### src/hdl/sha1h_pkg.sv
// ----------------------------------------------------------------------------
// sha1h_pkg
// Shared types, codes and constants of the byte-serial SHA-1 hasher.
// ----------------------------------------------------------------------------
package sha1h_pkg;

	// Request codes carried in req_type. The fourth code is unused.
	localparam logic [1:0] REQ_START  = 2'd0;
	localparam logic [1:0] REQ_DATA   = 2'd1;
	localparam logic [1:0] REQ_FINISH = 2'd2;

	// Source of the byte shifted into the message window.
	localparam logic [1:0] BSEL_MSG  = 2'd0;
	localparam logic [1:0] BSEL_PAD  = 2'd1;
	localparam logic [1:0] BSEL_ZERO = 2'd2;
	localparam logic [1:0] BSEL_LEN  = 2'd3;

	localparam logic [7:0]  PAD_BYTE = 8'h80;

	localparam logic [31:0] IV_H0 = 32'h67452301;
	localparam logic [31:0] IV_H1 = 32'hEFCDAB89;
	localparam logic [31:0] IV_H2 = 32'h98BADCFE;
	localparam logic [31:0] IV_H3 = 32'h10325476;
	localparam logic [31:0] IV_H4 = 32'hC3D2E1F0;

	localparam logic [31:0] K_R0 = 32'h5A827999;
	localparam logic [31:0] K_R1 = 32'h6ED9EBA1;
	localparam logic [31:0] K_R2 = 32'h8F1BBCDC;
	localparam logic [31:0] K_R3 = 32'hCA62C1D6;

	localparam logic [6:0] ROUND_LAST  = 7'd79;
	localparam logic [5:0] FILL_LAST   = 6'd63;
	localparam logic [5:0] FILL_LENPOS = 6'd56;
	localparam logic [2:0] WORD_LAST   = 3'd4;

	typedef struct packed {
		logic [1:0] req_type;
		logic [7:0] msg_byte;
	} sha1h_req_t;

	typedef struct packed {
		logic [31:0] digest_word;
		logic [2:0]  word_number;
		logic        last_word;
		logic        hash_error;
	} sha1h_dig_t;

	// Commands from the controller to the datapath.
	typedef struct packed {
		logic       init;
		logic       shift;
		logic [1:0] bsel;
		logic       count_len;
		logic       set_corrupt;
		logic       set_done;
		logic       round;
		logic [6:0] round_idx;
		logic       fold;
		logic       load_out;
		logic       out_err;
		logic [2:0] word_idx;
	} sha1h_cmd_t;

	// Status from the datapath to the controller.
	typedef struct packed {
		logic [5:0] fill;
		logic       done;
		logic       corrupt;
	} sha1h_sts_t;

endpackage

### src/hdl/sha1h_stream_if.sv
// ----------------------------------------------------------------------------
// sha1h_stream_if
// Valid/ready channel carrying one payload struct per beat.
// ----------------------------------------------------------------------------
interface sha1h_stream_if #(
	parameter type payload_t = logic
);
	logic     valid;
	logic     ready;
	payload_t data;

	modport source (output valid, output data, input ready);
	modport sink   (input valid, input data, output ready);
endinterface

### src/hdl/sha1h_dp.sv
// ----------------------------------------------------------------------------
// sha1h_dp
// SHA-1 datapath: 512-bit message window that doubles as the message
// schedule, bit counter, hash words, one-round-per-cycle compression and
// the result register.
// ----------------------------------------------------------------------------
module sha1h_dp (
	input  logic                  clk,
	input  logic                  arst_n,
	input  sha1h_pkg::sha1h_cmd_t cmd,
	input  logic [7:0]            msg_byte,
	output sha1h_pkg::sha1h_sts_t sts,
	output sha1h_pkg::sha1h_dig_t dig_data
);
	import sha1h_pkg::*;

	logic [511:0] win_q;
	logic [31:0]  a_q, b_q, c_q, d_q, e_q;
	logic [31:0]  h0_q, h1_q, h2_q, h3_q, h4_q;
	logic [63:0]  len_q;
	logic [5:0]   fill_q;
	logic         done_q;
	logic         corrupt_q;
	sha1h_dig_t   dig_q;

	logic [7:0]   byte_in;
	logic [7:0]   len_byte;
	logic [31:0]  w0, w2, w8, w13;
	logic [31:0]  w_new;
	logic [31:0]  f_val;
	logic [31:0]  k_val;
	logic [31:0]  t_val;
	logic [31:0]  hsel;
	logic         len_wrap;

	// Length bytes go out most significant first; fill 56..63 picks len_q byte 7..0.
	assign len_byte = len_q[{~fill_q[2:0], 3'b000} +: 8];

	always_comb begin
		unique case (cmd.bsel)
			BSEL_MSG:  byte_in = msg_byte;
			BSEL_PAD:  byte_in = PAD_BYTE;
			BSEL_ZERO: byte_in = 8'h00;
			BSEL_LEN:  byte_in = len_byte;
			default:   byte_in = 8'h00;
		endcase
	end

	// The window holds w[t] .. w[t+15], w[t] in the top word.
	assign w0    = win_q[511:480];
	assign w2    = win_q[447:416];
	assign w8    = win_q[255:224];
	assign w13   = win_q[95:64];
	assign w_new = {w13[30:0] ^ w8[30:0] ^ w2[30:0] ^ w0[30:0],
		w13[31] ^ w8[31] ^ w2[31] ^ w0[31]};

	always_comb begin
		if (cmd.round_idx < 7'd20) begin
			f_val = (b_q & c_q) | (~b_q & d_q);
			k_val = K_R0;
		end else if (cmd.round_idx < 7'd40) begin
			f_val = b_q ^ c_q ^ d_q;
			k_val = K_R1;
		end else if (cmd.round_idx < 7'd60) begin
			f_val = (b_q & c_q) | (b_q & d_q) | (c_q & d_q);
			k_val = K_R2;
		end else begin
			f_val = b_q ^ c_q ^ d_q;
			k_val = K_R3;
		end
	end

	assign t_val = {a_q[26:0], a_q[31:27]} + f_val + e_q + w0 + k_val;

	always_comb begin
		unique case (cmd.word_idx)
			3'd0:    hsel = h0_q;
			3'd1:    hsel = h1_q;
			3'd2:    hsel = h2_q;
			3'd3:    hsel = h3_q;
			default: hsel = h4_q;
		endcase
	end

	// Adding 8 wraps the 64-bit count to zero exactly when bits 63..3 are all set.
	assign len_wrap = &len_q[63:3];

	always_ff @(posedge clk or negedge arst_n) begin
		if (!arst_n) begin
			fill_q    <= '0;
			len_q     <= '0;
			done_q    <= 1'b0;
			corrupt_q <= 1'b0;
			h0_q      <= IV_H0;
			h1_q      <= IV_H1;
			h2_q      <= IV_H2;
			h3_q      <= IV_H3;
			h4_q      <= IV_H4;
		end else begin
			if (cmd.init) begin
				fill_q    <= '0;
				len_q     <= '0;
				done_q    <= 1'b0;
				corrupt_q <= 1'b0;
				h0_q      <= IV_H0;
				h1_q      <= IV_H1;
				h2_q      <= IV_H2;
				h3_q      <= IV_H3;
				h4_q      <= IV_H4;
			end else begin
				if (cmd.shift) begin
					fill_q <= fill_q + 6'd1;
				end
				if (cmd.count_len) begin
					len_q <= len_q + 64'd8;
				end
				if (cmd.set_corrupt || (cmd.count_len && len_wrap)) begin
					corrupt_q <= 1'b1;
				end
				if (cmd.set_done) begin
					done_q <= 1'b1;
				end
				if (cmd.fold) begin
					h0_q <= h0_q + a_q;
					h1_q <= h1_q + b_q;
					h2_q <= h2_q + c_q;
					h3_q <= h3_q + d_q;
					h4_q <= h4_q + e_q;
				end
			end
		end
	end

	always_ff @(posedge clk) begin
		if (cmd.shift) begin
			win_q <= {win_q[503:0], byte_in};
			// The last byte of a block also seeds the working variables.
			if (fill_q == FILL_LAST) begin
				a_q <= h0_q;
				b_q <= h1_q;
				c_q <= h2_q;
				d_q <= h3_q;
				e_q <= h4_q;
			end
		end else if (cmd.round) begin
			win_q <= {win_q[479:0], w_new};
			a_q   <= t_val;
			b_q   <= a_q;
			c_q   <= {b_q[1:0], b_q[31:2]};
			d_q   <= c_q;
			e_q   <= d_q;
		end
		if (cmd.load_out) begin
			if (cmd.out_err) begin
				dig_q.digest_word <= '0;
				dig_q.word_number <= '0;
				dig_q.last_word   <= 1'b1;
				dig_q.hash_error  <= 1'b1;
			end else begin
				dig_q.digest_word <= hsel;
				dig_q.word_number <= cmd.word_idx;
				dig_q.last_word   <= (cmd.word_idx == WORD_LAST);
				dig_q.hash_error  <= 1'b0;
			end
		end
	end

	assign sts.fill    = fill_q;
	assign sts.done    = done_q;
	assign sts.corrupt = corrupt_q;
	assign dig_data    = dig_q;

endmodule

### src/hdl/sha1h_ctrl.sv
// ----------------------------------------------------------------------------
// sha1h_ctrl
// Controller: request decode, padding sequence, round counter and digest
// emission with the result valid flag.
// ----------------------------------------------------------------------------
module sha1h_ctrl (
	input  logic                  clk,
	input  logic                  arst_n,
	input  logic                  req_valid,
	input  logic [1:0]            req_type,
	output logic                  req_ready,
	output logic                  dig_valid,
	input  logic                  dig_ready,
	input  sha1h_pkg::sha1h_sts_t sts,
	output sha1h_pkg::sha1h_cmd_t cmd
);
	import sha1h_pkg::*;

	localparam logic [2:0] S_IDLE   = 3'd0;
	localparam logic [2:0] S_COMP   = 3'd1;
	localparam logic [2:0] S_FOLD   = 3'd2;
	localparam logic [2:0] S_PAD80  = 3'd3;
	localparam logic [2:0] S_PADZ   = 3'd4;
	localparam logic [2:0] S_PADLEN = 3'd5;
	localparam logic [2:0] S_EMIT   = 3'd6;

	logic [2:0] state_q, state_nx;
	logic [6:0] rnd_q;
	logic [2:0] wc_q;
	logic       pad_q;
	logic       lenblk_q;
	logic       err_q;
	logic       out_vld_q;
	logic       acc;
	logic       out_space;
	logic       fill_last;

	assign req_ready = (state_q == S_IDLE);
	assign acc       = req_valid && req_ready;
	assign out_space = !out_vld_q || dig_ready;
	assign fill_last = (sts.fill == FILL_LAST);
	assign dig_valid = out_vld_q;

	always_comb begin
		cmd           = '0;
		cmd.round_idx = rnd_q;
		cmd.word_idx  = wc_q;
		cmd.out_err   = err_q;
		state_nx      = state_q;
		unique case (state_q)
			S_IDLE: begin
				if (acc) begin
					unique case (req_type)
						REQ_START: cmd.init = 1'b1;
						REQ_DATA: begin
							if (sts.done || sts.corrupt) begin
								cmd.set_corrupt = 1'b1;
							end else begin
								cmd.shift     = 1'b1;
								cmd.bsel      = BSEL_MSG;
								cmd.count_len = 1'b1;
								if (fill_last) begin
									state_nx = S_COMP;
								end
							end
						end
						REQ_FINISH: begin
							if (sts.corrupt || sts.done) begin
								state_nx = S_EMIT;
							end else begin
								state_nx = S_PAD80;
							end
						end
						default: ;
					endcase
				end
			end
			S_PAD80: begin
				cmd.shift = 1'b1;
				cmd.bsel  = BSEL_PAD;
				state_nx  = fill_last ? S_COMP : S_PADZ;
			end
			S_PADZ: begin
				if (sts.fill == FILL_LENPOS) begin
					state_nx = S_PADLEN;
				end else begin
					cmd.shift = 1'b1;
					cmd.bsel  = BSEL_ZERO;
					if (fill_last) begin
						state_nx = S_COMP;
					end
				end
			end
			S_PADLEN: begin
				cmd.shift = 1'b1;
				cmd.bsel  = BSEL_LEN;
				if (fill_last) begin
					state_nx = S_COMP;
				end
			end
			S_COMP: begin
				cmd.round = 1'b1;
				if (rnd_q == ROUND_LAST) begin
					state_nx = S_FOLD;
				end
			end
			S_FOLD: begin
				cmd.fold = 1'b1;
				if (!pad_q) begin
					state_nx = S_IDLE;
				end else if (lenblk_q) begin
					cmd.set_done = 1'b1;
					state_nx     = S_EMIT;
				end else begin
					state_nx = S_PADZ;
				end
			end
			S_EMIT: begin
				if (out_space) begin
					cmd.load_out = 1'b1;
					if (err_q || wc_q == WORD_LAST) begin
						state_nx = S_IDLE;
					end
				end
			end
			default: state_nx = S_IDLE;
		endcase
	end

	always_ff @(posedge clk or negedge arst_n) begin
		if (!arst_n) begin
			state_q   <= S_IDLE;
			rnd_q     <= '0;
			wc_q      <= '0;
			pad_q     <= 1'b0;
			lenblk_q  <= 1'b0;
			err_q     <= 1'b0;
			out_vld_q <= 1'b0;
		end else begin
			state_q <= state_nx;
			if (acc) begin
				pad_q    <= (req_type == REQ_FINISH) && !sts.corrupt && !sts.done;
				err_q    <= (req_type == REQ_FINISH) && sts.corrupt;
				lenblk_q <= 1'b0;
				wc_q     <= '0;
			end
			if (state_q == S_PADLEN && fill_last) begin
				lenblk_q <= 1'b1;
			end
			if (state_q == S_COMP) begin
				rnd_q <= (rnd_q == ROUND_LAST) ? 7'd0 : rnd_q + 7'd1;
			end
			if (cmd.load_out) begin
				wc_q <= (wc_q == WORD_LAST) ? 3'd0 : wc_q + 3'd1;
			end
			if (cmd.load_out) begin
				out_vld_q <= 1'b1;
			end else if (dig_ready) begin
				out_vld_q <= 1'b0;
			end
		end
	end

	a_round_only_in_comp: assert property (@(posedge clk) disable iff (!arst_n)
		(state_q != S_COMP) |-> (rnd_q == 7'd0))
		else $error("round counter active outside compression");

	a_word_count_range: assert property (@(posedge clk) disable iff (!arst_n)
		(wc_q <= WORD_LAST))
		else $error("digest word counter out of range");

	a_comp_on_full_block: assert property (@(posedge clk) disable iff (!arst_n)
		(state_q != S_COMP && state_nx == S_COMP) |-> fill_last)
		else $error("compression started on a partial block");

	a_len_block_emits: assert property (@(posedge clk) disable iff (!arst_n)
		(state_q == S_FOLD && pad_q && lenblk_q) |=> (state_q == S_EMIT && sts.done))
		else $error("final padded block did not lead to digest output");

endmodule

### src/hdl/sha1_byte_stream_hasher.sv
// ----------------------------------------------------------------------------
// sha1_byte_stream_hasher
// Byte-serial SHA-1 engine with a request channel and a digest channel.
// ----------------------------------------------------------------------------
// Usage:
//   req_ch carries one request per beat: start (load initial hash, clear
//   length and flags), data (one message byte) or finish (pad and emit).
//   dig_ch carries one digest word per beat, word 0 first, last_word set on
//   word 4; a corrupt message gives a single beat with hash_error set.
//   The data byte that completes a 64-byte block starts the compression:
//   80 rounds at one round per cycle and one fold; the working words load
//   with the byte itself. A first finish shifts the padding and the length
//   in at one byte per cycle, with a pause in which no byte shifts at the
//   length field (S_PADZ hands over to S_PADLEN), compresses one or two
//   blocks the same way, then loads five words at one per cycle while
//   dig_ch takes them; a repeated finish goes straight to loading the words.
//   Requests are taken only while the controller is idle; the result
//   register lets the next request in while the last word waits.
//   When dig_ch stalls, emission pauses with the word held in the register.
//   Reset loads the standard initial hash words and clears length and flags.
// ----------------------------------------------------------------------------
module sha1_byte_stream_hasher (
	input logic            clk,
	input logic            arst_n,
	sha1h_stream_if.sink   req_ch,
	sha1h_stream_if.source dig_ch
);
	import sha1h_pkg::*;

	sha1h_cmd_t cmd;
	sha1h_sts_t sts;
	sha1h_req_t req_data;
	sha1h_dig_t dig_data;
	logic       req_ready;
	logic       dig_valid;

	assign req_data     = req_ch.data;
	assign req_ch.ready = req_ready;
	assign dig_ch.valid = dig_valid;
	assign dig_ch.data  = dig_data;

	sha1h_ctrl u_ctrl (
		.clk       (clk),
		.arst_n    (arst_n),
		.req_valid (req_ch.valid),
		.req_type  (req_data.req_type),
		.req_ready (req_ready),
		.dig_valid (dig_valid),
		.dig_ready (dig_ch.ready),
		.sts       (sts),
		.cmd       (cmd)
	);

	sha1h_dp u_dp (
		.clk      (clk),
		.arst_n   (arst_n),
		.cmd      (cmd),
		.msg_byte (req_data.msg_byte),
		.sts      (sts),
		.dig_data (dig_data)
	);

endmodule

### src/flat_wrapper.sv
// flat-port wrapper written by rule: the top's interface ports become plain ports
module sha1_byte_stream_hasher_flat import sha1h_pkg::*;
  (clk, arst_n, req_ch_valid, req_ch_data, req_ch_ready, dig_ch_valid, dig_ch_data, dig_ch_ready);
  sha1h_stream_if #(.payload_t(sha1h_req_t)) req_ch_i ();
  sha1h_stream_if #(.payload_t(sha1h_dig_t)) dig_ch_i ();
  input logic clk;
  input logic arst_n;
  input wire logic [$bits(req_ch_i.valid)-1:0] req_ch_valid;
  input wire logic [$bits(req_ch_i.data)-1:0] req_ch_data;
  output wire logic [$bits(req_ch_i.ready)-1:0] req_ch_ready;
  output wire logic [$bits(dig_ch_i.valid)-1:0] dig_ch_valid;
  output wire logic [$bits(dig_ch_i.data)-1:0] dig_ch_data;
  input wire logic [$bits(dig_ch_i.ready)-1:0] dig_ch_ready;
  assign req_ch_i.valid = req_ch_valid;
  assign req_ch_i.data = req_ch_data;
  assign req_ch_ready = req_ch_i.ready;
  assign dig_ch_valid = dig_ch_i.valid;
  assign dig_ch_data = dig_ch_i.data;
  assign dig_ch_i.ready = dig_ch_ready;
  sha1_byte_stream_hasher u_core (.clk(clk), .arst_n(arst_n), .req_ch(req_ch_i), .dig_ch(dig_ch_i));
endmodule
### config.mk
export PLATFORM = sky130hd
export DESIGN_NAME = sha1_byte_stream_hasher_flat
export DESIGN_NICKNAME = d
export VERILOG_FILES = /design/src/hdl/sha1h_pkg.sv /design/src/hdl/sha1h_stream_if.sv /design/src/hdl/sha1h_dp.sv /design/src/hdl/sha1h_ctrl.sv /design/src/hdl/sha1_byte_stream_hasher.sv /design/src/flat_wrapper.sv
export SDC_FILE = /design/constraint.sdc
export NUM_CORES = 2
export LEC_CHECK = 0
export BUFFER_PORTS_ARGS = -buffer_cell sky130_fd_sc_hd__buf_2
export CAP_MARGIN = 20
export CORE_MARGIN = 2
export CORE_UTILIZATION = 45
export DETAILED_ROUTE_END_ITERATION = 10
export PLACE_DENSITY_LB_ADDON = 0.1
export SKIP_LAST_GASP = 1
export SYNTH_ARGS = -nofsm -noshare
export SYNTH_HDL_FRONTEND = slang
export SYNTH_HIERARCHICAL = 1
export SYNTH_SLANG_ARGS = --single-unit
export TNS_END_PERCENT = 50
### constraint.sdc
create_clock -name clk -period 10.3 [get_ports clk]
set_input_delay 1.545 -clock clk [delete_from_list [all_inputs] [get_ports clk]]
set_output_delay 1.545 -clock clk [all_outputs]
set_load 0.01 [all_outputs]
# Word level (Yosys, flattened, before mapping)
# Cells that the tools add are included.
[totals]
register_bits = 958
latchBits = 0
mem_bits_rw = 0
romBits = 0
input_bits = 14
out_inout_bits = 39
word_cells = 195
n_memories = 0
[op_classes]
add_sub_neg = 13
multipliers = 0
n_div = 0
order_cmp = 3
n_eq_ne = 25
n_shift = 1
n_mux = 81
bitwise = 17
n_reduce_logical = 29
[ops]
columns = ["cell", "count"]
rows = [
  ["$mux 512", 2],
  ["$mux 32", 30],
  ["$add 32x32->32", 9],
  ["$and 32x32->32", 4],
  ["$mux 64", 2],
  ["$pmux 32 s4", 1],
  ["$or 32x32->32", 3],
  ["$xor 31x31->31", 3],
  ["$add 64x4->64 const B", 1],
  ["$shiftx 64x7->8", 1],
  ["$xor 32x32->32", 2],
  ["$reduce_and 61->1", 1],
  ["$mux 3", 14],
  ["$not 32->32", 1],
  ["$pmux 8 s4", 1],
  ["$mux 31", 1],
  ["$pmux 3 s7", 1],
  ["$mux 1", 19],
  ["$mux 6", 3],
  ["$reduce_bool 2->1", 9],
  ["$lt 7x6->1 const B", 2],
  ["$eq 3x2->1 const B", 4],
  ["$eq 3x3->1 const B", 4],
  ["$eq 6x6->1 const B", 2],
  ["27 further kinds", 49],
]

# Depth between registers and ports, before layout
[depth]
word_depth = 12
mapped_depth = 23

# By module
# The synthesis kept the hierarchy.
[by_module_without_submodules]
columns = ["module", "n_inst", "cells_each", "area_each_um2", "seq_area_each_um2"]
rows = [
  ["sha1h_dp", 1, 4439, 54227.0, 27121.0],
  ["sha1h_ctrl", 1, 122, 1081.0, 425.4],
]

# Least setup slack after synthesis
# OpenSTA, ideal clock, no wires.
[synth_timing]
path_type = "input to register"
from = "input req_ch_valid"
to = "register u_core.u_dp.a_q[0], enable pin"
t_arrival_ns = 11.177
slack_ns = -1.600
cell_stages = 10
cell_sequence = "or4b_4 -> buf_6 -> nor2_4 -> nand2_1 -> o211ai_1 -> clkbuf_1 -> clkbuf_1 -> clkbuf_1 -> nand4_1 -> o2bb2ai_1"
[synth_rtl]
columns = ["element", "line", "text"]
rows = [
  ["start, declared", "flat_wrapper.sv:8", "input wire logic [$bits(req_ch_i.valid)-1:0] req_ch_valid;"],
  ["end signal, assigned", "sha1h_dp.sv:139", "a_q <= h0_q;"],
  ["end signal, assigned", "sha1h_dp.sv:147", "a_q <= t_val;"],
  ["end, declared", "sha1h_dp.sv:18", "logic [31:0] a_q, b_q, c_q, d_q, e_q;"],
]

# Worst setup path in the final report
[layout_timing]
from = "register u_core.u_ctrl.rnd_q[4]"
to = "register u_core.u_dp.a_q[31], data pin"
[layout_via]
elab_chain_cells = 10
elab_cells_between_ends = 15
cone_classes = "4 x add/sub; 3 x order compare; 8 x mux"
[layout_lines]
columns = ["element", "line", "text"]
rows = [
  ["start, declared", "sha1h_ctrl.sv:28", "logic [6:0] rnd_q;"],
  ["start signal, assigned", "sha1h_ctrl.sv:151", "rnd_q <= (rnd_q == ROUND_LAST) ? 7'd0 : rnd_q + 7'd1;"],
  ["$lt 7x6->1", "sha1h_dp.sv:64", "end else if (cmd.round_idx < 7'd60) begin"],
  ["$mux 32", "sha1h_dp.sv:64", ""],
  ["$mux 32", "sha1h_dp.sv:61", "end else if (cmd.round_idx < 7'd40) begin"],
  ["$mux 32", "sha1h_dp.sv:58", "if (cmd.round_idx < 7'd20) begin"],
  ["$add 32x32->32 (3 in series)", "sha1h_dp.sv:73", "assign t_val = {a_q[26:0], a_q[31:27]} + f_val + e_q + w0 + k_val;"],
  ["$add 32x32->32 *", "sha1h_dp.sv:73", ""],
  ["$mux 32 *", "sha1h_dp.sv:145", "end else if (cmd.round) begin"],
  ["$mux 32 *", "sha1h_dp.sv:135", "if (cmd.shift) begin"],
]
# Mark *: on every way between the ends. The rest lies on a longest branch, timed or not. The select of a mux whose other input is x is not followed.
# A chain may end at the register's enable or synchronous reset.

==> reports/metrics.cfg <==
[clock_tree]
htreeDepth=3
clk_transition_reported_paths_ns=0.06
clock-sinks=955
cts_buffer_depth=3
cts_tree=yes
hold_buffers=0
ctsResizeCount=0
numCtsBuffers=108
cts_root_buf=clkbuf_16
clock_latency_ns=0.75
postCtsSetupBuffers=0

[synth]
synth_top_cells_by_area=edfxtp_1, mux2_2, dfrtp_1
yosysTopAreaCell=edfxtp_1
synthArstFlopShare=0.258
syn_inst=4561
yosysWarningCount=6
synth_edf_count=709
synth_cell_type_count=89
ys_seq_area_frac=0.498
ys_ff_latch=955
synth_commonest_cells=edfxtp_1, mux2_2, nor2_1
netlist_area_mm2=0.0553
syn_avg_cell_area_um2=12.1
syn_nets=4898
synth_ff_type=edfxtp_1
yosysTopAreaCellShare=0.385
synth_most_common_cell=edfxtp_1

[routing]
wl_um=148000
ant_nets=0
via_per_inst=5.73
first_pass_iters=5
drc=0
routedWlPerCell_um=23.4
num_vias=36100
drt_iter0_drc=3146

[timing]
period_needed_ns=7.46
finalSetupViolCount=0
maxSlewHeadroom=0.270
period_share=0.724
hold_violations=0
fin_hold_ws_ns=0.474
setup_ws_ns=2.84
fmax_mhz=134
final.setup_skew_ns=0.0595
drv_slew=0
tns_ns=0
rsz0062_at_grt=no
worst_pin_slew_ns=1.09

[die]
die_x_um=355
die_h_um=355
ioPinCount=53
die_area_mm2=0.126
num_rows=128
core_mm2=0.122
initial_utilization=0.454

[worst_setup_path]
cp-startpoint=u_core/u_ctrl/rnd_q[4]
rr_worst_depth=25
r2r_end=u_core/u_dp/a_q[31]
cp_max_fo=21
crit_type=reg -> reg
worstPathArrival_ns=7.91
cp_data_required_time_ns=10.75
rrSetupSlack_ns=2.84
cp-end-kind=register
rr_startpoint=u_core/u_ctrl/rnd_q[4]
critPathLaunchType=register
endpoint=u_core/u_dp/a_q[31]

[global_routing]
grt_max_degree=188
grt_pass1_wl_um=225000
grtUsageTotal=0.234
antenna_found_initial=1
overflow=0
grt_pass1_vias=36000

[placed_design]
dpl.hpwl_um=103000
port_buffers=52
gp_congestion=0.929
pre_cts_slack_ns=2.91

[cells_and_area]
regMostFlops=u_core/u_dp/win_q
syn2layout_area_growth_pct=10.3
n_antenna_cell=0
drive_above_1_share=0.216
finalNetCount=4914
largest_reg_flops=512

[min_path]
hp-class=reg -> reg
hold_path_depth=2

[power]
ir_drop_mv=0.311
powerDensity_mw_per_mm2=348
leakage_nw=24.3
power_mw=21.2

[status]
status=finished clean

[flow_run]
max_cap_violations=0

-- cells in the final DEF, fill, tap and decap left out, types with 80 or more instances in the layout --
| cell | n |
|---|---|
| a21oi_1 | 190 |
| clkbuf_16 | 109 |
| dfrtp_1 | 164 |
| dfstp_2 | 80 |
| edfxtp_1 | 709 |
| fa_1 | 125 |
| ha_1 | 198 |
| inv_1 | 264 |
| mux2_2 | 599 |
| mux2i_1 | 100 |
| nand2_1 | 260 |
| nor2_1 | 310 |
| o21ai_0 | 228 |
| xnor2_1 | 204 |
| xor2_1 | 97 |
-- layer usage --
layer,up-vias,share of wire,global-route usage
met5,-,0,0
met4,0,0.026,0.0718
met3,186,0.046,0.0300
met2,839,0.46,0.369
met1,18300,0.47,0.336
li1,16800,-,-
-- per-stage QoR --
step,util,std cells,area (um^2)
2_1_floorplan,-,4561,55300
3_3_place_gp,0.471,6091,57400
3_5_place_dp,0.471,6092,57400
4_1_cts,0.501,6297,61000
5_1_grt,0.501,6297,61000
6_report,0.501,6297,61000
-- logic make-up after synthesis --
| family | count (synthesis) | synth area share |
|---|---|---|
| buf+inv | 459 | 0.0318 |
| mux | 727 | 0.151 |
| flops | 955 | 0.498 |
| xor+xnor | 301 | 0.0477 |
| simple gates | 927 | 0.0784 |
| compound gates | 869 | 0.103 |
| fa+ha+maj | 323 | 0.0900 |
-- layout make-up --
class	instances	area (um^2)
Clock buffer	158	3080
Clock inverter	47	582
Fill cell	10700	60800
Inverter	267	1000
Multi-Input combinational cell	3147	26100
Sequential cell	955	27500
Tap cell	1625	2030
Timing Repair Buffer	98	712
-- worst min-delay path by stage --
| stage | startpoint | endpoint | slack [ns] |
|---|---|---|---|
| 5_1_grt | u_core/u_ctrl/pad_q | u_core/u_ctrl/pad_q | 0.52 |
| 3_3_place_gp | u_core/u_ctrl/pad_q | u_core/u_ctrl/pad_q | 0.46 |
| 3_5_place_dp | u_core/u_ctrl/pad_q | u_core/u_ctrl/pad_q | 0.47 |
| 6_report | u_core/u_ctrl/pad_q | u_core/u_ctrl/pad_q | 0.47 |
| 4_1_cts | u_core/u_ctrl/pad_q | u_core/u_ctrl/pad_q | 0.48 |
| 2_1_floorplan | u_core/u_ctrl/pad_q | u_core/u_ctrl/pad_q | 0.44 |
-- where the power goes --
part	switching, mW	total [mW]	leakage [nW]	internal (mW)
Sequential	0.785	6.04	10.8	5.26
Combinational	6.24	11.2	11.8	4.98
Clock	1.67	3.96	1.76	2.29
Total	8.70	21.2	24.3	12.5
-- critical path, cell delays in order, from the launching register on --
cell and delay [ns]:
dfrtp_1 0.48, a41oi_1 0.86, nand2_1 0.10, buf_4 0.28, inv_1 0.09, buf_4 0.32
nor2_2 0.07, buf_4 0.23, a221oi_1 0.32, fa_1 0.51, fa_1 0.46, inv_1 0.07
ha_1 0.17, inv_1 0.06, fa_1 0.41, nor2b_1 0.13, o21ai_0 0.10, a21boi_0 0.38
nor3_1 0.14, o31ai_1 0.38, a221oi_1 0.14, buf_4 0.19, o311ai_0 0.63, a31oi_1 0.27
nor3_1 0.24, nor3b_1 0.07
Power figures use the tool's default switching activity.
